File: src/design/arm_pkg.sv
// shared types, codes and sizes for the at response matcher
package arm_pkg;

    localparam int MAX_PATTERN  = 8;
    localparam int BUFFER_BYTES = 1024;
    localparam int WINDOW_BYTES = 8;
    localparam int COUNT_W      = 10;
    localparam int TICK_W       = 16;
    localparam int LEN_W        = 4;
    localparam int PATTERN_W    = 64;
    localparam int STATUS_W     = 3;
    localparam int CFG_INDEX_W  = 3;
    localparam int S_TDATA_W    = 8;
    localparam int M_TDATA_W    = 16;

    localparam logic [COUNT_W-1:0] COUNT_MAX = '1;
    localparam logic [TICK_W-1:0]  TICK_MAX  = '1;
    localparam int LIMIT_CAP_INT =
        ((BUFFER_BYTES - 1) < 1023) ? (BUFFER_BYTES - 1) : 1023;
    localparam logic [COUNT_W-1:0] LIMIT_CAP = COUNT_W'(LIMIT_CAP_INT);
    localparam int LEN_CAP_INT =
        (MAX_PATTERN < WINDOW_BYTES) ? MAX_PATTERN : WINDOW_BYTES;
    localparam logic [LEN_W-1:0] LEN_CAP = LEN_W'(LEN_CAP_INT);

    localparam logic [1:0] OP_START = 2'd0;
    localparam logic [1:0] OP_BYTE  = 2'd1;
    localparam logic [1:0] OP_TICK  = 2'd2;

    localparam logic [STATUS_W-1:0] ST_WAIT    = 3'd0;
    localparam logic [STATUS_W-1:0] ST_EXPECT  = 3'd1;
    localparam logic [STATUS_W-1:0] ST_FAIL    = 3'd2;
    localparam logic [STATUS_W-1:0] ST_TIMEOUT = 3'd3;
    localparam logic [STATUS_W-1:0] ST_FULL    = 3'd4;

    localparam logic [CFG_INDEX_W-1:0] CFG_EXPECT_PATTERN = 3'd0;
    localparam logic [CFG_INDEX_W-1:0] CFG_EXPECT_LENGTH  = 3'd1;
    localparam logic [CFG_INDEX_W-1:0] CFG_FAIL_PATTERN   = 3'd2;
    localparam logic [CFG_INDEX_W-1:0] CFG_FAIL_LENGTH    = 3'd3;
    localparam logic [CFG_INDEX_W-1:0] CFG_TIMEOUT_TICKS  = 3'd4;
    localparam logic [CFG_INDEX_W-1:0] CFG_BUFFER_LIMIT   = 3'd5;

    // byte and fill flag handed from one cell to the next
    typedef struct packed {
        logic [7:0] data;
        logic       valid;
    } arm_link_t;

    // per cell compare result on the window as it will be after this cycle
    typedef struct packed {
        logic filled;
        logic expect_eq;
        logic fail_eq;
    } arm_cell_stat_t;

    function automatic logic [LEN_W-1:0] arm_eff_len(input logic [LEN_W-1:0] len);
        arm_eff_len = (len > LEN_CAP) ? LEN_CAP : len;
    endfunction

endpackage

File: src/design/arm_cell.sv
// one byte position of the receive window with its pattern compares
module arm_cell (
    input  logic                aclk,
    input  logic                aresetn,
    input  logic                shift_en,
    input  logic                clear,
    input  arm_pkg::arm_link_t  link_in,
    input  logic [7:0]          expect_byte,
    input  logic [7:0]          fail_byte,
    output arm_pkg::arm_link_t  link_out,
    output arm_pkg::arm_cell_stat_t stat
);
    import arm_pkg::*;

    logic [7:0] data_reg;
    logic [7:0] data_next;
    logic       valid_reg;
    logic       valid_next;

    always_comb begin
        data_next  = shift_en ? link_in.data : data_reg;
        valid_next = valid_reg;
        if (clear) begin
            valid_next = 1'b0;
        end else if (shift_en) begin
            valid_next = link_in.valid;
        end
    end

    always_ff @(posedge aclk) begin
        data_reg <= data_next;
        if (!aresetn) begin
            valid_reg <= 1'b0;
        end else begin
            valid_reg <= valid_next;
        end
    end

    assign link_out.data   = data_reg;
    assign link_out.valid  = valid_reg;
    assign stat.filled     = valid_next;
    assign stat.expect_eq  = (data_next == expect_byte);
    assign stat.fail_eq    = (data_next == fail_byte);

endmodule

File: src/design/at_response_matcher.sv
// top level of the at response matcher: config registers, cell chain, counters, output word
// Takes one word per clock while s_tready is high: a start, a received byte or a tick each
// give one result word, loaded into the output register at the edge that accepts
// the input, so a result is offered in the cycle after its word is taken. The
// received byte shifts through a chain of eight byte cells that compare their
// contents against both patterns in the same cycle, so a match decision is
// registered at the edge that accepts its byte. The input stays ready while the output word
// waits, as long as the output register is being emptied in the same cycle.
// Registers are written through the cfg port, which is always ready.
module at_response_matcher (
    input  logic                                aclk,
    input  logic                                aresetn,
    input  logic                                s_tvalid,
    output logic                                s_tready,
    input  logic [arm_pkg::S_TDATA_W-1:0]       s_tdata,   // rx_byte[7:0]
    input  logic [1:0]                          s_tuser,   // op[1:0]
    output logic                                m_tvalid,
    input  logic                                m_tready,
    output logic [arm_pkg::M_TDATA_W-1:0]       m_tdata,   // status[2:0], received_count[12:3], zero pad
    input  logic                                cfg_valid,
    output logic                                cfg_ready,
    input  logic [arm_pkg::CFG_INDEX_W-1:0]     cfg_index,
    input  logic [arm_pkg::PATTERN_W-1:0]       cfg_data
);
    import arm_pkg::*;

    logic [PATTERN_W-1:0] expect_pattern_reg;
    logic [LEN_W-1:0]     expect_length_reg;
    logic [PATTERN_W-1:0] fail_pattern_reg;
    logic [LEN_W-1:0]     fail_length_reg;
    logic [TICK_W-1:0]    timeout_ticks_reg;
    logic [COUNT_W-1:0]   buffer_limit_reg;

    logic [COUNT_W-1:0]   byte_total_reg;
    logic [COUNT_W-1:0]   byte_total_next;
    logic [COUNT_W-1:0]   byte_total_inc;
    logic [TICK_W-1:0]    elapsed_reg;
    logic [TICK_W-1:0]    elapsed_next;
    logic [STATUS_W-1:0]  status_reg;
    logic [STATUS_W-1:0]  status_next;

    logic                 out_valid_reg;
    logic [STATUS_W-1:0]  out_status_reg;
    logic [COUNT_W-1:0]   out_count_reg;

    logic                 s_accept;
    logic                 do_start;
    logic                 do_byte;
    logic                 do_tick;
    logic [COUNT_W-1:0]   limit_eff;
    logic [LEN_W-1:0]     expect_len_eff;
    logic [LEN_W-1:0]     fail_len_eff;
    logic                 expect_hit;
    logic                 fail_hit;

    arm_link_t            links [WINDOW_BYTES+1];
    arm_cell_stat_t       stats [WINDOW_BYTES];

    assign cfg_ready = 1'b1;

    always_ff @(posedge aclk) begin
        if (!aresetn) begin
            expect_pattern_reg <= '0;
            expect_length_reg  <= '0;
            fail_pattern_reg   <= '0;
            fail_length_reg    <= '0;
            timeout_ticks_reg  <= TICK_W'(5);
            buffer_limit_reg   <= COUNT_W'(1023);
        end else if (cfg_valid && cfg_ready) begin
            case (cfg_index)
                CFG_EXPECT_PATTERN: expect_pattern_reg <= cfg_data;
                CFG_EXPECT_LENGTH:  expect_length_reg  <= cfg_data[LEN_W-1:0];
                CFG_FAIL_PATTERN:   fail_pattern_reg   <= cfg_data;
                CFG_FAIL_LENGTH:    fail_length_reg    <= cfg_data[LEN_W-1:0];
                CFG_TIMEOUT_TICKS:  timeout_ticks_reg  <= cfg_data[TICK_W-1:0];
                CFG_BUFFER_LIMIT:   buffer_limit_reg   <= cfg_data[COUNT_W-1:0];
                default: ;
            endcase
        end
    end

    assign s_tready = !out_valid_reg || m_tready;
    assign s_accept = s_tvalid && s_tready;
    assign do_start = s_accept && (s_tuser == OP_START);
    assign do_byte  = s_accept && (s_tuser == OP_BYTE) && (status_reg == ST_WAIT);
    assign do_tick  = s_accept && (s_tuser == OP_TICK) && (status_reg == ST_WAIT);

    // newest byte enters at cell zero
    assign links[0].data  = s_tdata[7:0];
    assign links[0].valid = 1'b1;

    for (genvar g = 0; g < WINDOW_BYTES; g++) begin : g_cell
        arm_cell u_cell (
            .aclk        (aclk),
            .aresetn     (aresetn),
            .shift_en    (do_byte),
            .clear       (do_start),
            .link_in     (links[g]),
            .expect_byte (expect_pattern_reg[8*g +: 8]),
            .fail_byte   (fail_pattern_reg[8*g +: 8]),
            .link_out    (links[g+1]),
            .stat        (stats[g])
        );
    end

    assign expect_len_eff = arm_eff_len(expect_length_reg);
    assign fail_len_eff   = arm_eff_len(fail_length_reg);

    always_comb begin
        expect_hit = (expect_len_eff != '0);
        fail_hit   = (fail_len_eff != '0);
        for (int i = 0; i < WINDOW_BYTES; i++) begin
            if (LEN_W'(i) < expect_len_eff) begin
                expect_hit = expect_hit && stats[i].filled && stats[i].expect_eq;
            end
            if (LEN_W'(i) < fail_len_eff) begin
                fail_hit = fail_hit && stats[i].filled && stats[i].fail_eq;
            end
        end
    end

    assign limit_eff      = (buffer_limit_reg > LIMIT_CAP) ? LIMIT_CAP : buffer_limit_reg;
    assign byte_total_inc = (byte_total_reg != COUNT_MAX) ? byte_total_reg + COUNT_W'(1)
                                                          : byte_total_reg;

    always_comb begin
        byte_total_next = byte_total_reg;
        elapsed_next    = elapsed_reg;
        status_next     = status_reg;
        if (do_start) begin
            byte_total_next = '0;
            elapsed_next    = '0;
            status_next     = ST_WAIT;
        end else if (do_byte) begin
            byte_total_next = byte_total_inc;
            if (fail_hit) begin
                status_next = ST_FAIL;
            end else if (expect_hit) begin
                status_next = ST_EXPECT;
            end else if (byte_total_inc >= limit_eff) begin
                status_next = ST_FULL;
            end
        end else if (do_tick) begin
            elapsed_next = (elapsed_reg != TICK_MAX) ? elapsed_reg + TICK_W'(1) : elapsed_reg;
            if (elapsed_next >= timeout_ticks_reg) begin
                status_next = ST_TIMEOUT;
            end
        end
    end

    always_ff @(posedge aclk) begin
        if (!aresetn) begin
            byte_total_reg <= '0;
            elapsed_reg    <= '0;
            status_reg     <= ST_WAIT;
            out_valid_reg  <= 1'b0;
        end else begin
            byte_total_reg <= byte_total_next;
            elapsed_reg    <= elapsed_next;
            status_reg     <= status_next;
            if (s_accept) begin
                out_valid_reg <= 1'b1;
            end else if (m_tready) begin
                out_valid_reg <= 1'b0;
            end
        end
    end

    always_ff @(posedge aclk) begin
        if (s_accept) begin
            out_status_reg <= status_next;
            out_count_reg  <= byte_total_next;
        end
    end

    assign m_tvalid = out_valid_reg;
    assign m_tdata  = {(M_TDATA_W - STATUS_W - COUNT_W)'(0), out_count_reg, out_status_reg};

`ifndef SYNTHESIS
    a_start_result: assert property (@(posedge aclk) disable iff (!aresetn)
        (s_tvalid && s_tready && s_tuser == OP_START)
        |=> (out_status_reg == ST_WAIT && out_count_reg == '0))
        else $error("start word did not produce a cleared result");

    a_ended_count_holds: assert property (@(posedge aclk) disable iff (!aresetn)
        (status_reg != ST_WAIT && !(s_tvalid && s_tready && s_tuser == OP_START))
        |=> $stable(byte_total_reg))
        else $error("byte count moved after the wait ended");

    a_window_fill: assert property (@(posedge aclk) disable iff (!aresetn)
        links[1].valid == (byte_total_reg != '0))
        else $error("window fill flag out of step with byte count");
`endif

endmodule
File: config.mk
export PLATFORM = sky130hd
export DESIGN_NAME = at_response_matcher
export DESIGN_NICKNAME = d
export VERILOG_FILES = /design/src/design/arm_pkg.sv /design/src/design/arm_cell.sv /design/src/design/at_response_matcher.sv
export SDC_FILE = /design/constraint.sdc
export NUM_CORES = 1
export LEC_CHECK = 0
export BUFFER_PORTS_ARGS = -buffer_cell sky130_fd_sc_hd__buf_4
export CORE_MARGIN = 2
export CORE_UTILIZATION = 36
export DETAILED_ROUTE_END_ITERATION = 8
export GPL_TIMING_DRIVEN = 0
export PLACE_DENSITY = 0.63
export SYNTH_ARGS = -nofsm -noshare
export SYNTH_HDL_FRONTEND = slang
export SYNTH_HIERARCHICAL = 1
export SYNTH_SLANG_ARGS = --single-unit
File: constraint.sdc
create_clock -name aclk -period 3.2 [get_ports aclk]
set_clock_uncertainty 0.05 [all_clocks]
set_input_delay 0.16 -clock aclk [delete_from_list [all_inputs] [get_ports aclk]]
set_output_delay 0.16 -clock aclk [all_outputs]
set_load 0.01 [all_outputs]
==> metrics.cfg, run 1 <==
[placed_design]
numPortBuffers = 95
dp_slack_ns = -0.999
dp_hpwl_um = 25200
placed_cells = 2077
gp_congestion = 0.822
placed_area_mm2 = 0.0147

[setup_path]
cp-start-kind = flip-flop
worstReg2RegEnd = out_status_reg[0]
critPathMaxFanout = 6
worstReg2RegStart = status_reg[0]
end_kind = flip-flop
crit_required_ns = 3.59
critPathLaunch = status_reg[0]
r2r_cells = 14
crit_chain = nor4bb_4 > nand3_2 > inv_8 > buf_12 > mux2i_4 > xor2_1 > nand4_1 > nor2_4 > nand2_2 > a2111oi_4 > o211ai_1 > a211o_1 > a22oi_2 > nor2b_2
path_class = flip-flop to flip-flop
r2r_slack_ns = -0.18
crit_path_end = out_status_reg[0]
crit_arrival_ns = 3.77
cp_slowest_stage_delay_ns = 0.38
cp_slowest_cell = a211o_1

[timing]
hold_violations = 0
worstMarginPinSlew_ns = 1.45
fin_ws_ns = -0.179
fin_crit_ns = 3.38
setup_violations = 5
max_freq_mhz = 296
final.period_utilization = 1.06
rsz0062_at_grt = true
slew-limit-headroom = 0.0284
finalMaxSlewViolations = 0
setup_tns_ns = -0.594
holdWs_ns = 0.0293

[detailed_routing]
routedWlPerCell_um = 16.0
dr_total_vias = 10900
detail_route.vias_per_cell = 4.87
drc = 0
wl_um = 35700
dr.first_iter.drc_count = 588
dr.pass1.iters = 5
drtAntennaViolNets = 0

[floorplanning]
start_util = 0.366
die_area_mm2 = 0.0388
fp.dieW_um = 197
row_count = 70
design.core.area_mm2 = 0.0367
io_pins = 101
dieHeight_um = 197

[cts]
numCtsBuffers = 30
insertion_delay_ns = 0.57
clkSinkCount = 277
clkTransAtPathRegs_ns = 0.06
clock-root-buffer = clkbuf_16
clk_path_buf_depth = 3
cts_tree = done
htree_levels = 1

[layout]
synthToLayoutAreaGrowth_pct = 30.9
fin_util = 0.479
drive_gt1_frac = 0.174
fin_area_mm2 = 0.0176
regArea_mm2 = 0.00568
fill_cells = 3382
layout_common_cells = nand2_1 (338), dfxtp_1 (262), xor2_1 (139)
fin_nets = 1855
final_cells = 2239
multi_input_area_mm2 = 0.00754
layout_commonest_cell = nand2_1

[synthesis]
ys_warn_count = 6
post_synth.cell_area_avg_um2 = 8.88
syn_inst = 1511
netlist_area_mm2 = 0.0134

[power]
power_mw = 10.5
leakage_nw = 7.08
power.density_mw_per_mm2 = 595
peakVddDrop_uv = 494

[global_routing]
antenna_found_initial = 3
grt_pass1_wl_um = 57000
gr-usage-all-layers = 0.185
grt_pass1_vias = 10900
grt_max_degree = 18
grt_overflow = 0

[run_status]
violations = negative setup slack
outcome = complete, but fails checks

[worst_hold_path]
hp-class = input pin to flip-flop

[job]
max_cap_violations = 0

## repair_timing
item | in CTS | in global routing
hold endpoints to repair | 182 | 0
hold buffers | 78 | 0
gates cloned | 3 | 1
resized for setup | 98 | 15
buffers inserted | 16 | 7
setup endpoints to repair | 6 | 6
pin swaps | 22 | 13
## area by class of cell
type                    count  share of cell area
diodes                      2            0.000285
well taps                 468              0.0333
multi-input cells        1054               0.429
flip-flops and latches    277               0.323
inverters                  98              0.0214
plain buffers              85              0.0295
clock inverters             8             0.00755
repair buffers            199               0.102
clock buffers              48              0.0536
## routing by layer
layer / up-vias / GRT usage / routed length, um
met3: 64 / 0.0290 / 1470
met2: 223 / 0.313 / 17000
met4: 0 / 0.0640 / 1020
met1: 5154 / 0.239 / 16200
li1: 5458 / - / -
met5: - / 0 / 0
## power breakdown
group	switching, mW	internal [mW]
Clock	1.46	2.26
Sequential	0.540	3.86
Combinational	1.18	1.16
Total	3.18	7.28
## worst max-delay path: cells and delay by family (launching register included)
kind                   cells  cell delay [ns]
buffers and inverters      2             0.32
XOR/XNOR                   1             0.18
flip-flops                 1             0.34
AO/OA/AOI/OAI              4             1.03
AND/OR/NAND/NOR            6             1.06
multiplexers               1             0.27
## worst min path at each step
stage,slack (ns),endpoint,depth (start not counted),start
floorplan,0.23,g_cell[0].u_cell/valid_reg,1,aresetn
global placement,0.37,expect_pattern_reg[18],3,cfg_data[18]
detailed placement,0.38,expect_pattern_reg[16],3,cfg_data[16]
CTS,0.01,timeout_ticks_reg[4],4,cfg_index[2]
global route,0.07,timeout_ticks_reg[5],4,cfg_index[2]
finish,0.03,timeout_ticks_reg[1],4,cfg_index[2]
Power figures use the tool's default switching activity.
==> inputs of run 2 (changes only) <==
CORE_UTILIZATION = 35   (was 36)
PLACE_DENSITY = 0.62   (was 0.63)
RECOVER_POWER = 25   (was unset)
==> metrics.cfg, run 2 (synthesis results as in run 1) <==
[power]
peakVddDrop_uv = 406  ; -18%
power.density_mw_per_mm2 = 583  ; -2.0%
power_mw = 10.3  ; -1.3%
leakage_nw = 7.10  ; +0.35%

[layout]
fin_area_mm2 = 0.0177  ; +0.74%
fill_cells = 3559  ; +5.2%
fin_util = 0.469  ; -0.00996
drive_gt1_frac = 0.175  ; +0.00178
synthToLayoutAreaGrowth_pct = 31.9
fin_nets = 1878  ; +1.2%
layout_common_cells = nand2_1 (337), dfxtp_1 (260), xor2_1 (139), buf_4 (139), a21boi_0 (131)
final_cells = 2303  ; +2.9%
layout_commonest_cell = nand2_1

[detailed_routing]
drc = 0  ; unchanged
routedWlPerCell_um = 15.5  ; -2.8%
dr.pass1.iters = 5  ; unchanged
dr.first_iter.drc_count = 500  ; -15%
drtAntennaViolNets = 0  ; unchanged
wl_um = 35700  ; about the same
dr_total_vias = 10900  ; +0.36%
detail_route.vias_per_cell = 4.75  ; -2.4%

[timing]
rsz0062_at_grt = true
slew-limit-headroom = 0.0461  ; +0.0176
finalMaxSlewViolations = 0  ; unchanged
fin_crit_ns = 3.45  ; +0.0658 ns
setup_violations = 5  ; unchanged
fin_ws_ns = -0.245  ; -0.0658 ns
setup_tns_ns = -0.683  ; -0.0891 ns
holdWs_ns = 0.0338  ; +0.00458 ns
hold_violations = 0  ; unchanged
final.period_utilization = 1.08  ; +0.0206
max_freq_mhz = 290  ; -1.9%
worstMarginPinSlew_ns = 1.43  ; -0.0263 ns

[cts]
insertion_delay_ns = 0.57  ; about the same
htree_levels = 1  ; unchanged
clk_path_buf_depth = 3  ; unchanged
clkSinkCount = 277  ; unchanged
numCtsBuffers = 29  ; -3.3%
clock-root-buffer = clkbuf_16
clkTransAtPathRegs_ns = 0.06  ; about the same
cts_tree = done

[setup_path]
cp-start-kind = flip-flop
path_class = flip-flop to flip-flop
cp_slowest_stage_delay_ns = 0.38  ; about the same
crit_arrival_ns = 3.81  ; +0.04 ns
r2r_cells = 14  ; unchanged
cp_slowest_cell = a211o_1
end_kind = flip-flop
worstReg2RegEnd = out_status_reg[0]
critPathMaxFanout = 7  ; +1
cpLargestDelayFamily = simple AND/OR/NAND/NOR gates
crit_chain = nor4bb_4 > nand3_2 > inv_8 > buf_12 > mux2i_4 > xor2_1 > nand4_1 > nor2_2 > nand2_2 > a2111oi_4 > o211ai_1 > a211o_1 > a22oi_2 > nor2b_1
worstReg2RegStart = status_reg[0]
crit_buf_inv = 2  ; unchanged
r2r_slack_ns = -0.25  ; -0.07 ns
crit_required_ns = 3.57  ; -0.02 ns

[floorplanning]
start_util = 0.355  ; -0.0102
die_area_mm2 = 0.0399  ; +2.8%
io_pins = 101  ; unchanged
row_count = 71  ; +1.4%
design.core.area_mm2 = 0.0378  ; +2.9%
fp.dieW_um = 200  ; +1.4%
dieHeight_um = 200  ; +1.4%

[global_routing]
grt_pass1_vias = 10900  ; +0.17%
antenna_found_initial = 0  ; -3
grt_pass1_wl_um = 56600  ; -0.77%
grt_overflow = 0  ; unchanged
gr-usage-all-layers = 0.180  ; -0.00461
grt_max_degree = 18  ; unchanged

[placed_design]
gp_congestion = 0.844  ; +2.7%
placed_cells = 2120  ; +2.1%
dp_hpwl_um = 25400  ; +0.46%
dp_slack_ns = -0.973  ; +0.0261 ns
placed_area_mm2 = 0.0148  ; +0.37%
numPortBuffers = 95  ; unchanged

[worst_hold_path]
holdPathEnd = timeout_ticks_reg[1]
hold_depth = 4  ; unchanged
hp-start = cfg_index[2]
hp-class = input pin to flip-flop

[run_status]
outcome = complete, but fails checks
violations = negative setup slack

[job]
max_cap_violations = 0  ; unchanged

run 2: cell types whose count changed in the layout (fill, tap and decap cells not counted), moves of 4 or more:
cell,delta
clkbuf_8,-4
buf_4,+6
clkbuf_1,+17
clkinvlp_4,+4
run 2: worst max path at each step:
stage,depth (start not counted),slack [ns],end,from
6_report,14,-0.25,out_status_reg[0],status_reg[0]
3_3_place_gp,14,-0.96,out_status_reg[0],status_reg[0]
5_1_grt,15,-0.31,out_status_reg[0],status_reg[0]
4_1_cts,16,-0.22,out_status_reg[0],status_reg[0]
3_5_place_dp,14,-0.97,out_status_reg[0],status_reg[0]
2_1_floorplan,14,0.06,out_status_reg[0],status_reg[0]
run 2: worst reg2reg max path: stages, from the launching register on:
cell,delay (ns)
dfxtp_2,0.34
nor4bb_4,0.27
nand3_2,0.19
inv_8,0.16
buf_12,0.15
mux2i_4,0.25
xor2_1,0.20
nand4_1,0.14
nor2_2,0.23
nand2_2,0.11
a2111oi_4,0.34
o211ai_1,0.15
a211o_1,0.38
a22oi_2,0.16
nor2b_1,0.18
run 2: what timing repair did:
item	CTS	global route
pin swaps	24	23
endpoints found under the hold margin	182	0
setup endpoints to repair	6	6
cloned	4	1
hold buffers	78	0
setup buffers	31	15
gates resized for setup	99	26
run 2: area by class of cell:
| type | count | area, um2 | share of cell area |
|---|---|---|---|
| multi-input combinational | 1054 | 7580 | 0.428 |
| sequential | 277 | 5680 | 0.321 |
| timing repair buffer | 223 | 1940 | 0.109 |
| clock buffer | 42 | 815 | 0.0460 |
| tap | 511 | 639 | 0.0361 |
| buffer | 85 | 518 | 0.0293 |
| inverter | 98 | 375 | 0.0212 |
| clock inverter | 12 | 149 | 0.00841 |
| antenna | 1 | 2.50 | 0.000141 |
run 2: layer usage:
| metal | GRT usage | up-vias | wire, um |
|---|---|---|---|
| met1 | 0.230 | 5196 | 16200 |
| li1 | - | 5494 | - |
| met4 | 0.0436 | 0 | 813 |
| met2 | 0.317 | 199 | 17200 |
| met5 | 0 | - | 0 |
| met3 | 0.0296 | 49 | 1500 |
run 2: power by group:
part | internal (mW) | total [mW] | switching (mW)
Combinational | 1.26 | 2.46 | 1.20
Clock | 2.01 | 3.44 | 1.43
Sequential | 3.86 | 4.42 | 0.555
